**config.mk**
```make
export PLATFORM = sky130hd
export DESIGN_NAME = fira_ctrl
export DESIGN_NICKNAME = d
export VERILOG_FILES = /design/src/rtl/fir_audio_filter_defines.svh /design/src/rtl/fira_pkg.sv /design/src/rtl/fira_ctrl.sv
export SDC_FILE = /design/constraint.sdc
export NUM_CORES = 1
export LEC_CHECK = 0
export BUFFER_PORTS_ARGS = -buffer_cell sky130_fd_sc_hd__buf_4
export CELL_PAD_IN_SITES_DETAIL_PLACEMENT = 0
export CELL_PAD_IN_SITES_GLOBAL_PLACEMENT = 1
export CORE_AREA = 2 2 39 41
export CTS_BUF_LIST = sky130_fd_sc_hd__clkbuf_8
export CTS_CLUSTER_DIAMETER = 30
export CTS_CLUSTER_SIZE = 16
export DETAILED_ROUTE_END_ITERATION = 8
export DIE_AREA = 0 0 41 43
export GPL_TIMING_DRIVEN = 0
export HOLD_SLACK_MARGIN = 0.06
export PLACE_DENSITY_LB_ADDON = 0.1
export SYNTH_ARGS = -nofsm -noshare
export SYNTH_HDL_FRONTEND = slang
export SYNTH_SLANG_ARGS = --single-unit
```
**constraint.sdc**
```tcl
create_clock -name clk -period 1.9 [get_ports clk]
set_input_delay 0.38 -clock clk [delete_from_list [all_inputs] [get_ports clk]]
set_output_delay 0.38 -clock clk [all_outputs]
set_load 0.005 [all_outputs]
```
**src/rtl/fir_audio_filter_defines.svh**
```systemverilog
// Assertion macros for the FIR audio filter.
// All of them sample on clk and are off while rst_n is low.
`ifndef FIR_AUDIO_FILTER_DEFINES_SVH
`define FIR_AUDIO_FILTER_DEFINES_SVH

// Condition must hold in the same cycle as the trigger.
`define FIRA_ASSERT_SAME(lbl, ante, cons, msg) \
    lbl: assert property (@(posedge clk) disable iff (!rst_n) (ante) |-> (cons)) \
        else $error(msg);

// Condition must hold in the cycle after the trigger.
`define FIRA_ASSERT_NEXT(lbl, ante, cons, msg) \
    lbl: assert property (@(posedge clk) disable iff (!rst_n) (ante) |=> (cons)) \
        else $error(msg);

`endif

```
**src/rtl/fira_pkg.sv**
```systemverilog
`default_nettype none

package fira_pkg;

    // Field widths
    localparam int SAMPLE_W   = 24;
    localparam int FRAC_W     = 23;
    localparam int PROD_W     = 2 * SAMPLE_W;
    localparam int OP_W       = 2;
    localparam int COEF_IDX_W = 6;
    localparam int TAPS_W     = 7;

    typedef logic [OP_W-1:0]              op_t;
    typedef logic signed [SAMPLE_W-1:0]   sample_t;
    typedef logic [COEF_IDX_W-1:0]        coef_idx_t;
    typedef logic [TAPS_W-1:0]            taps_t;

    // Operation codes of an input word
    localparam op_t OP_SAMPLE = 2'd0;
    localparam op_t OP_PAD    = 2'd1;
    localparam op_t OP_COEF   = 2'd2;
    localparam op_t OP_CLEAR  = 2'd3;

    // Saturation limits, Q1.23
    localparam sample_t SAMPLE_MAX = 24'sh7FFFFF;
    localparam sample_t SAMPLE_MIN = 24'sh800000;

    // Controller to datapath
    typedef struct packed {
        logic load;       // latch the accepted word
        logic clr_step;   // one step of the clearing sweep
        logic coef_wr;    // write latched coefficient
        logic shift;      // write history at the pointer, advance it
        logic mac_issue;  // read one tap pair, start its MAC
        logic out_load;   // load output register
    } dp_cmd_t;

    // Datapath to controller
    typedef struct packed {
        logic taps_zero;  // pass-through mode
        logic clr_last;   // last entry of the sweep
        logic issue_last; // last tap being issued
        logic pipe_busy;  // MAC pipeline still holds products
        logic out_busy;   // output register full and not taken
    } dp_stat_t;

endpackage

`default_nettype wire

```
**src/rtl/fira_ctrl.sv**
```systemverilog
`default_nettype none

module fira_ctrl (
    input  logic               clk,
    input  logic               rst_n,
    input  logic               in_valid,
    input  fira_pkg::op_t      in_op,
    output logic               in_ready,
    output fira_pkg::dp_cmd_t  cmd,
    input  fira_pkg::dp_stat_t stat
);
    import fira_pkg::*;

    localparam logic [2:0] S_CLEAR = 3'd0;
    localparam logic [2:0] S_IDLE  = 3'd1;
    localparam logic [2:0] S_COEF  = 3'd2;
    localparam logic [2:0] S_SHIFT = 3'd3;
    localparam logic [2:0] S_MAC   = 3'd4;
    localparam logic [2:0] S_DRAIN = 3'd5;
    localparam logic [2:0] S_OUT   = 3'd6;

    logic [2:0] state_reg;
    logic [2:0] state_next;
    logic       accept;

    assign in_ready = (state_reg == S_IDLE);
    assign accept   = in_valid & in_ready;

    // Next state and commands
    always_comb
    begin
        state_next = state_reg;
        cmd        = '0;
        unique case (state_reg)
            S_CLEAR:
            begin
                cmd.clr_step = 1'b1;
                if (stat.clr_last)
                begin
                    state_next = S_IDLE;
                end
            end
            S_IDLE:
            begin
                if (accept)
                begin
                    cmd.load = 1'b1;
                    unique case (in_op)
                        OP_SAMPLE: state_next = stat.taps_zero ? S_OUT : S_MAC;
                        OP_PAD:    state_next = S_SHIFT;
                        OP_COEF:   state_next = S_COEF;
                        OP_CLEAR:  state_next = S_CLEAR;
                        default:   state_next = S_IDLE;
                    endcase
                end
            end
            S_COEF:
            begin
                cmd.coef_wr = 1'b1;
                state_next  = S_IDLE;
            end
            S_SHIFT:
            begin
                cmd.shift  = 1'b1;
                state_next = S_IDLE;
            end
            S_MAC:
            begin
                cmd.mac_issue = 1'b1;
                if (stat.issue_last)
                begin
                    state_next = S_DRAIN;
                end
            end
            S_DRAIN:
            begin
                if (!stat.pipe_busy)
                begin
                    state_next = S_OUT;
                end
            end
            S_OUT:
            begin
                if (!stat.out_busy)
                begin
                    cmd.out_load = 1'b1;
                    state_next   = S_SHIFT;
                end
            end
            default:
            begin
                state_next = S_IDLE;
            end
        endcase
    end

    always_ff @(posedge clk or negedge rst_n)
    begin
        if (!rst_n)
        begin
            state_reg <= S_CLEAR;
        end
        else
        begin
            state_reg <= state_next;
        end
    end

endmodule

`default_nettype wire
```
==> Yosys cells after proc, flatten, opt, wreduce, memory -nomap -nowiden <==
Index checks and enable logic that the tools add are counted.
{ "op_classes": {"n_eq_ne": 14, "muxes": 16, "bitwise_logic": 1, "n_reduce_logical": 3} }
{ "op_table": {"columns": ["operator", "count"], "rows": [
  ["$mux 3", 5],
  ["$pmux 3 s5", 1],
  ["$pmux 3 s4", 1],
  ["$eq 3x3->1 const B", 3],
  ["$mux 1", 8],
  ["$ne 2x2->1 const B", 4],
  ["$eq 3x2->1 const B", 2],
  ["$reduce_and 5->1", 1],
  ["$eq 2x2->1 const B", 2],
  ["$eq 3x1->1 const B", 1],
  ["$logic_not 3->1", 1],
  ["$eq 2x1->1 const B", 1],
  ["$logic_not 2->1", 1],
  ["$mux 2", 1],
  ["$ne 2x1->1 const B", 1],
  ["$and 1x1->1", 1]
]} }
{ "word_totals": {"regBits": 3, "inputBits": 10, "out_inout_bits": 7, "elab_cells": 35} }

==> Longest topological paths before layout <==
Gate-level depths: netlist of the first run.
{ "depth": {"depth_word": 4, "ltp_mapped": 5} }

==> Worst setup path after synthesis of the first run <==
OpenSTA, ideal clock, no wires.
{ "synth_timing": {"path_kind": "reg-to-output", "start": "register state_reg[2]", "end": "output port cmd[0] in the netlist's numbering", "t_arrival_ps": 900, "slack_ps": 620, "stages_incl_launch_ff": 3, "cell_sequence": "dfrtp_1 clkbuf_1 nor3b_1"} }
{ "synth_lines": {"columns": ["element", "line", "text"], "rows": [
  ["start, declared", "fira_ctrl.sv:22", "logic [2:0] state_reg;"],
  ["start signal, assigned", "fira_ctrl.sv:105", "state_reg <= state_next;"],
  ["end, declared", "fira_ctrl.sv:9", "output fira_pkg::dp_cmd_t cmd,"]
]} }

==> results.md, run 1 <==
- In this run the number of H-tree levels came out at 1.
- In the routed design, unresolved DRC markers number 0.
- The first global-routing pass estimated 1330 microns of wire.
- Summing every instance area after synthesis gives 307 sq um.
- Counting tap cells, the placed design contains a total of 71 instances.
- The number of cells on the worst reg-to-reg path is 4.
- For the worst setup path, the data arrival time is 1.38 ns.
- Yosys mapped the design onto 20 distinct sky130hd cell types.
- The count of buffers added on input and output ports is 16.
- The number of rows created at floorplan is 14.
- In this run the tightest slew margin relative to its limit is 74.3%.
- The count of inserted antenna diode cells is 0.
- The post-CTS repair timing setup buffer count is 0.
- The peak fanout along the critical path is 10.
- After synthesis, the largest family of logic cells by area is simple AND/OR/NAND/NOR gates.
- Summing the sequential cell areas from Yosys gives 24.5% of the chip area.
- Following the worst setup path forward leads to its endpoint at cmd[1].
- VDD sags by at most 0.312 mV.
- Measured against the total synthesized area, the mux share comes to 8.16%.
- Once the floorplan was initialized, standard cells occupied 22.2% of the core.
- The final-stage net count is 73.
- After detailed routing, the average wire length per cell comes to 10.5 microns.
- The worst setup path category is flip-flop to output pin.
- Summing the areas of all fa, ha and maj instances in the mapped netlist gives 8.16% of the synthesized area.
- In this run the worst setup path begins at state_reg[2].
- The fill cell instance count of the final layout is 153.
- The start point of the worst min-delay path is in_valid.
- In the routed layout, each cell is associated on average with a via count of 4.47.
- Clock latency on the worst-skew pair, taken at its later pin, is 0.22 ns.
- The setup slack of the most critical reg-to-reg path is 0.62 ns.
- Compared with the post-synthesis result, the final layout area differs by 63.7%.
- For the worst setup path, the data required time is 1.52 ns.
- Summed over all layers, the routed wires come to 797 microns.
- The run finished with clean final reports.
- The die is 41 microns wide.
- The final critical-path share of the clock period is 92.6%.
- The synthesized-area fraction occupied by ao, oa, aoi and oai cells is 16.3%.
- The power density relative to cell area is 1410 nW/um^2.
- The worst register-to-register path begins at state_reg[0].
- The final cell count without fillers is 76.
- The fraction of final layout cells sized beyond drive strength 1 is 38.3%.
- For this run, the top clock speed supported by timing is 0.568 GHz.
- Clock tree synthesis inserted a total of 3 buffers.
- The number of storage elements in the synthesis netlist is 3.
- Max-cap violations in this run came to 0.
- The worst hold path cell count is 2.
- The gate count after technology mapping is 39.
- The sink count of the clock tree is 3.
- The TritonCTS clock tree is built.
- The residual antenna-violating net count after detailed routing is 0.
- The core footprint is 1380 sq um.
- The root buffer cell chosen for the clock tree is sky130_fd_sc_hd__clkbuf_8.
- The worst-margin pin slew is 0.386 ns.
- The capturing element type of the critical path is an output pin.
- The placer congestion estimate is 0.740.
- The register with the most flip-flops in the layout has 3 of them.
- The clock-pin slew reported for the worst setup and hold paths after clock tree synthesis is 0.03 ns.
- Setup repair after global routing left no endpoint under its margin.
- In the final timing run, aggregate negative setup slack is 0 ns.
- The aggregate global routing overflow is 0.
- The mean instance size in the synthesized netlist is 7.86 sq um.
- The endpoint of the worst register-to-register path is state_reg[0].
- The buffer depth of the longest clock path is 2.
- 17 I/O pins were placed.
- The total nets after synthesis is 51.
- The iteration-0 DRC count of the detailed router is 5.
- The number of max-slew violations in the final report is 0.
- The floorplan step defined a die boundary enclosing 1760 sq um.
- The leakage power of the design is 0.000254 uW.
- The number of antenna violations at the first check in global routing came to 0.
- For the final database, setup skew stands at 0.000561 ns.
- The worst setup path is launched from a flip-flop.
- The largest net degree at the start of global routing is 11.
- The via count of the first global-routing pass is 343.
- The parity-gate share of the synthesized area counting xor and xnor cells is 0%.
- The hold violation total from the final report is 0.
- The die boundary height is 43 microns.
- The tightest min-delay check is of the primary input to flip-flop type.
- The post-synthesis simple-gate area fraction is 32.7%.
- The number of instances resized during post-cts repair is 0.
- Setup violations remaining at the end of the flow were counted as 0.
- Global routing consumed, over all layers together, 11.5% of the routing resources.
- The iteration count of the initial detailed-routing pass is 3.
- The Yosys step of the flow raised 0 warnings.
- The smallest clock period supported by the final layout is computed as 1.76 ns.
- The final route contains 340 vias.
- The estimated wirelength of the detail-placed design is 598 microns.
worst min path at each step:
stage / endpoint / slack [ns]
global placement: state_reg[0] / 0.17
detailed placement: state_reg[1] / 0.17
global route: state_reg[2] / 0.46
finish: state_reg[2] / 0.45
CTS: state_reg[2] / 0.45
floorplan: state_reg[0] / 0.08
report_power, final:
part	switching, uW	leakage, uW	internal (uW)
Sequential	22.5	0.0000366	95.5
Combinational	191	0.000191	220
Clock	43.0	0.0000269	138
Total	256	0.000254	453
cell type report:
| cell class | instances | area (sq um) | share of cell area [%] |
|---|---|---|---|
| repair buffers | 17 | 130 | 25.9 |
| clock buffers | 3 | 41.3 | 8.23 |
| inverters | 3 | 11.3 | 2.24 |
| multi-input cells | 30 | 200 | 39.9 |
| flip-flops and latches | 3 | 75.1 | 15.0 |
| plain buffers | 3 | 20.0 | 3.99 |
| clock inverters | 1 | 3.75 | 0.748 |
| well taps | 16 | 20.0 | 3.99 |
kinds of logic after synthesis:
kind of cell | count (synthesis)
compound gates | 7
simple gates | 19
buf+inv | 6
flops | 3
mux | 2
fa+ha+maj | 2
cell usage in the layout (no fill, tap or decap):
cell type / n
sky130_fd_sc_hd__buf_4: 16
sky130_fd_sc_hd__clkbuf_1: 1
sky130_fd_sc_hd__mux2i_1: 1
sky130_fd_sc_hd__nand2b_1: 4
sky130_fd_sc_hd__dlygate4sd3_1: 1
sky130_fd_sc_hd__inv_1: 4
sky130_fd_sc_hd__dfrtp_1: 3
sky130_fd_sc_hd__nor3b_1: 2
sky130_fd_sc_hd__buf_6: 1
sky130_fd_sc_hd__nand2_1: 2
sky130_fd_sc_hd__o21ai_0: 3
sky130_fd_sc_hd__clkbuf_8: 3
sky130_fd_sc_hd__ha_1: 2
sky130_fd_sc_hd__a31oi_1: 1
sky130_fd_sc_hd__a32o_1: 1
sky130_fd_sc_hd__buf_2: 1
sky130_fd_sc_hd__nor2b_1: 1
sky130_fd_sc_hd__mux2_4: 1
sky130_fd_sc_hd__nor3_1: 3
sky130_fd_sc_hd__a22o_1: 1
sky130_fd_sc_hd__and2_4: 1
sky130_fd_sc_hd__o32a_1: 1
sky130_fd_sc_hd__nor2_1: 6
per-stage QoR:
stage | hold WS, ns | util [%] | instance area [sq um] | total power [uW] | setup slack (ns)
after detailed placement | 0.171 | 32.3 | 447 | 531 | 0.372
after CTS | 0.445 | 36.3 | 502 | 719 | 0.140
final | 0.450 | 36.3 | 502 | 709 | 0.141
after global placement | 0.168 | 32.3 | 447 | 534 | 0.387
after global routing | 0.457 | 36.3 | 502 | 773 | 0.0382
after floorplan | 0.0844 | - | 307 | 381 | 0.620
synthesized netlist by cell type (all sizes together):
cell type / instances / share of area, %
ha: 2 / 8.2
nor2: 6 / 7.3
nor3b: 2 / 4.9
nor2b: 1 / 2.0
inv: 3 / 3.7
a31oi: 1 / 2.0
nor3: 3 / 4.9
nand2: 2 / 2.4
buf: 2 / 5.3
a22o: 1 / 2.9
clkbuf: 1 / 1.2
o21ai: 3 / 4.9
nand2b: 4 / 8.2
mux2i: 1 / 3.3
o32a: 1 / 3.3
a32o: 1 / 3.3
mux2: 1 / 4.9
and2: 1 / 2.9
dfrtp: 3 / 24
critical path, cell delays in order, from the launching register on:
cell and delay (ns):
sky130_fd_sc_hd__dfrtp_1 0.42, sky130_fd_sc_hd__clkbuf_1 0.35, sky130_fd_sc_hd__nor3b_1 0.25, sky130_fd_sc_hd__buf_4 0.14
per-layer routing:
metal | share of wire (%) | up-vias | GRT usage [%]
li1 | - | 173 | -
met1 | 41 | 154 | 13.5
met2 | 52 | 11 | 16.3
met3 | 4.1 | 2 | 1.57
met4 | 2.8 | 0 | 12.0
met5 | 0 | - | 0
timing repair:
| action | in CTS | in global routing |
|---|---|---|
| hold buffers | 1 | 0 |
| hold endpoints to repair | 3 | 0 |
| setup endpoints to repair | 0 | 0 |
No activity file was read; power rests on OpenSTA's default activity.
==> run 2, diff against run 1 <==
--- a/config.mk
+++ b/config.mk
@@ -5,7 +5,7 @@
 export SDC_FILE = /design/constraint.sdc
 export NUM_CORES = 1
 export LEC_CHECK = 0
-export BUFFER_PORTS_ARGS = -buffer_cell sky130_fd_sc_hd__buf_4
+export BUFFER_PORTS_ARGS = -buffer_cell sky130_fd_sc_hd__buf_2
 export CELL_PAD_IN_SITES_DETAIL_PLACEMENT = 0
 export CELL_PAD_IN_SITES_GLOBAL_PLACEMENT = 1
 export CORE_AREA = 2 2 39 41
==> run 2 against run 1 <==
- count of clock-buffer cells in the layout did not move
- power fell by 7.0%
- highest routed layer unchanged
- global-route usage fell by 0.20 points
- maximum frequency rose by 12%
- register-to-register slack got worse by 0.03 ns
- core utilization fell by 3.2 points
- die area did not move
- critical endpoint is now cmd[0]
- clock power barely moved
- largest power group unchanged
==> results.md, run 2 (synthesis gave the netlist of run 1 again) <==
- The final total negative setup slack is 0 ns (unchanged).
- The most common cell after layout, fill and taps aside is sky130_fd_sc_hd__buf_2.
- The count of input and output buffers is 16 (unchanged).
- The post-layout minimum cycle time is 1.57 ns (-0.194 ns).
- The flip-flop and latch area is 75.1 sq um (unchanged).
- The count of inserted antenna diode cells is 0 (unchanged).
- The initial core utilization was 22.2% (unchanged).
- Walking the worst path, the cells encountered are buf_6 -> nand2b_1 -> nor3b_1 -> buf_2.
- The flip-flop count of the largest register after layout is 3 (unchanged).
- The worst register-to-register path begins at state_reg[2].
- The peak ir drop on the vdd network was 0.469 mV (+50%).
- The die outline width is 41 microns (unchanged).
- The setup skew after layout was 0.00385 ns (+0.00329 ns).
- The capturing element type of the critical path is an output pin.
- The total number of H-tree levels is 1 (unchanged).
- The power density relative to cell area is 1440 nW/um^2 (+1.9%).
- The run finished with clean final reports.
- The number of cells on the critical path is 4 (+1).
- The sink count of the clock tree is 3 (unchanged).
- The aggregate global routing overflow was 0 (unchanged).
- In this run the clock root is driven by a sky130_fd_sc_hd__clkbuf_8.
- TritonCTS built the clock tree.
- The iteration-0 DRC count of the detailed router was 7 (+2).
- The iteration count of the initial detailed-routing pass is 4 (+1).
- The number of design rule violations left after detail routing is 0 (unchanged).
- The placer congestion estimate is 0.666 (-10%).
- The endpoint arrival time on the critical path came to 1.19 ns (-0.19 ns).
- The number of instances resized during post-cts repair is 0 (unchanged).
- The number of placed instances with taps included was 71 (unchanged).
- The routed length per instance is 9.67 microns (-7.8%).
- Relative to the synthesized area, the layout overhead comes to 49.4%.
- The via count of the first global-routing pass is 341 (-0.58%).
- The most critical setup path has its startpoint at state_reg[0].
- The critical path is of the flip-flop to output pin type.
- The residual antenna-violating net count after detailed routing was 0 (unchanged).
- The final-stage net count was 72 (-1.4%).
- The leakage power of the design came to 0.000244 uW (-3.9%).
- The count of buffering cells on the critical path with inverters included is 2 (unchanged).
- The worst hold path begins at in_valid.
- In this run the top signal layer used is met4.
- The met3 wire length is 39 microns (+18%).
- The met2 wire length is 338 microns (-19%).
- The worst path required time is 1.52 ns (about the same).
- The length in cells of the worst reg-to-reg path is 2 (-2).
- The worst slew slack as a fraction of its limit is 72.5% (-1.8 points).
- The average vias per placed instance is 4.51 (+0.74%).
- The number of max-slew violations in the final report was 0 (unchanged).
- The core footprint is 1380 sq um (unchanged).
- The total clock buffers created by CTS is 3 (unchanged).
- The detailed-route wire length on metal 1 is 315 microns (-2.8%).
- The post-CTS repair timing setup buffer count is 0 (unchanged).
- The area of the die is 1760 sq um (unchanged).
- The overall fraction of global-route tracks in use is 11.3% (-0.20 points).
- The number of endpoints failing setup at the final stage came to 0 (unchanged).
- The hold violation total from the final report is 0 (unchanged).
- The die boundary height came to 43 microns (unchanged).
- The worst setup path is launched from a flip-flop.
- The fraction of final layout cells sized beyond drive strength 1 is 39.0% (+0.65 points).
- The timing-limited maximum frequency was 0.639 GHz (+12%).
- The critical-path cell with the highest stage delay is sky130_fd_sc_hd__dfrtp_1.
- The fill cell instance count of the final layout came to 162 (+5.9%).
- The multi-input gate area in the final layout was 200 sq um (unchanged).
- The peak fanout along the critical path is 10 (unchanged).
- The cell family contributing the most delay on the critical path is flip-flops.
- The worst-margin pin slew was 0.412 ns (+0.0264 ns).
- The count of boundary I/O pins is 17 (unchanged).
- The via count of the routed design was 338 (-0.59%).
- The final cell count without fillers is 75 (-1.3%).
- The number of rows created at floorplan is 14 (unchanged).
- The worst hold path cell count is 2 (unchanged).
- In the layout the commonest cells are 17 x sky130_fd_sc_hd__buf_2, 6 x sky130_fd_sc_hd__nor2_1, 4 x sky130_fd_sc_hd__inv_1, 4 x sky130_fd_sc_hd__nand2b_1.
- The min-delay analysis places its worst path in the category primary input to flip-flop.
- The number of maximum-capacitance constraint violations is 0 (unchanged).
- The insertion delay of the later-clocked pin in the worst-skew pair is 0.22 ns (about the same).
- The first-pass GRT wire length is 1300 microns (-2.6%).
- The largest net degree at the start of global routing was 11 (unchanged).
- The total wirelength of the detailed-routed design is 725 microns (-9.0%).
- The number of antenna violations at the first check in global routing is 0 (unchanged).
- The buffer depth of the longest clock path is 2 (unchanged).
- The clock-pin slew reported for the worst setup and hold paths after clock tree synthesis is 0.03 ns (about the same).
- The estimated wirelength of the detail-placed design is 575 microns (-3.9%).
- The critical path's largest stage delay is 0.36 ns (-0.06 ns).
- Setup repair after global routing left no endpoint under its margin.
- The final critical-path share of the clock period was 82.4% (-10 points).
run 2: metal layers:
layer	global-route usage (%)	up-vias
met2	15.0	12
met3	1.57	4
met4	12.0	0
li1	-	173
met5	0	-
met1	14.1	149
run 2: path summary, 6_finish.rpt:
| kind | endpoint | slack (ns) |
|---|---|---|
| worst min register to register | state_reg[0] | 0.62 |
| min in group asynchronous | state_reg[1] | 0.49 |
| worst max-delay path | cmd[0] | 0.33 |
| worst min-delay path | state_reg[2] | 0.48 |
| max in group asynchronous | state_reg[2] | 1.30 |
| worst max register to register | state_reg[0] | 0.59 |
run 2: final cells by class:
class	instances	share of cell area, %
Multi-Input combinational cell	30	43.7
Timing Repair Buffer	17	19.7
Sequential cell	3	16.4
Clock buffer	3	9.02
Tap cell	16	4.37
Buffer	2	3.55
Inverter	3	2.46
Clock inverter	1	0.820
run 2: repair_timing:
| item | 4_1_cts | 5_1_grt |
|---|---|---|
| hold endpoints to repair | 3 | 0 |
| endpoints found under the setup margin | 0 | 1 |
| hold buffers | 1 | 0 |
run 2: stage by stage:
stage	setup slack, ns	hold WS (ns)	total power, uW	area, sq um	util [%]
3_5_place_dp	0.406	0.178	493	407	29.4
5_1_grt	0.170	0.486	728	458	33.1
6_report	0.335	0.475	660	458	33.1
3_3_place_gp	0.375	0.177	505	407	29.4
2_1_floorplan	0.620	0.0844	381	307	-
4_1_cts	0.162	0.476	679	462	33.4
run 2: report_power, final:
part | switching (uW) | leakage (uW) | internal [uW]
clock network | 42.5 | 0.0000269 | 138
registers | 43.2 | 0.0000366 | 95.0
logic | 159 | 0.000181 | 182
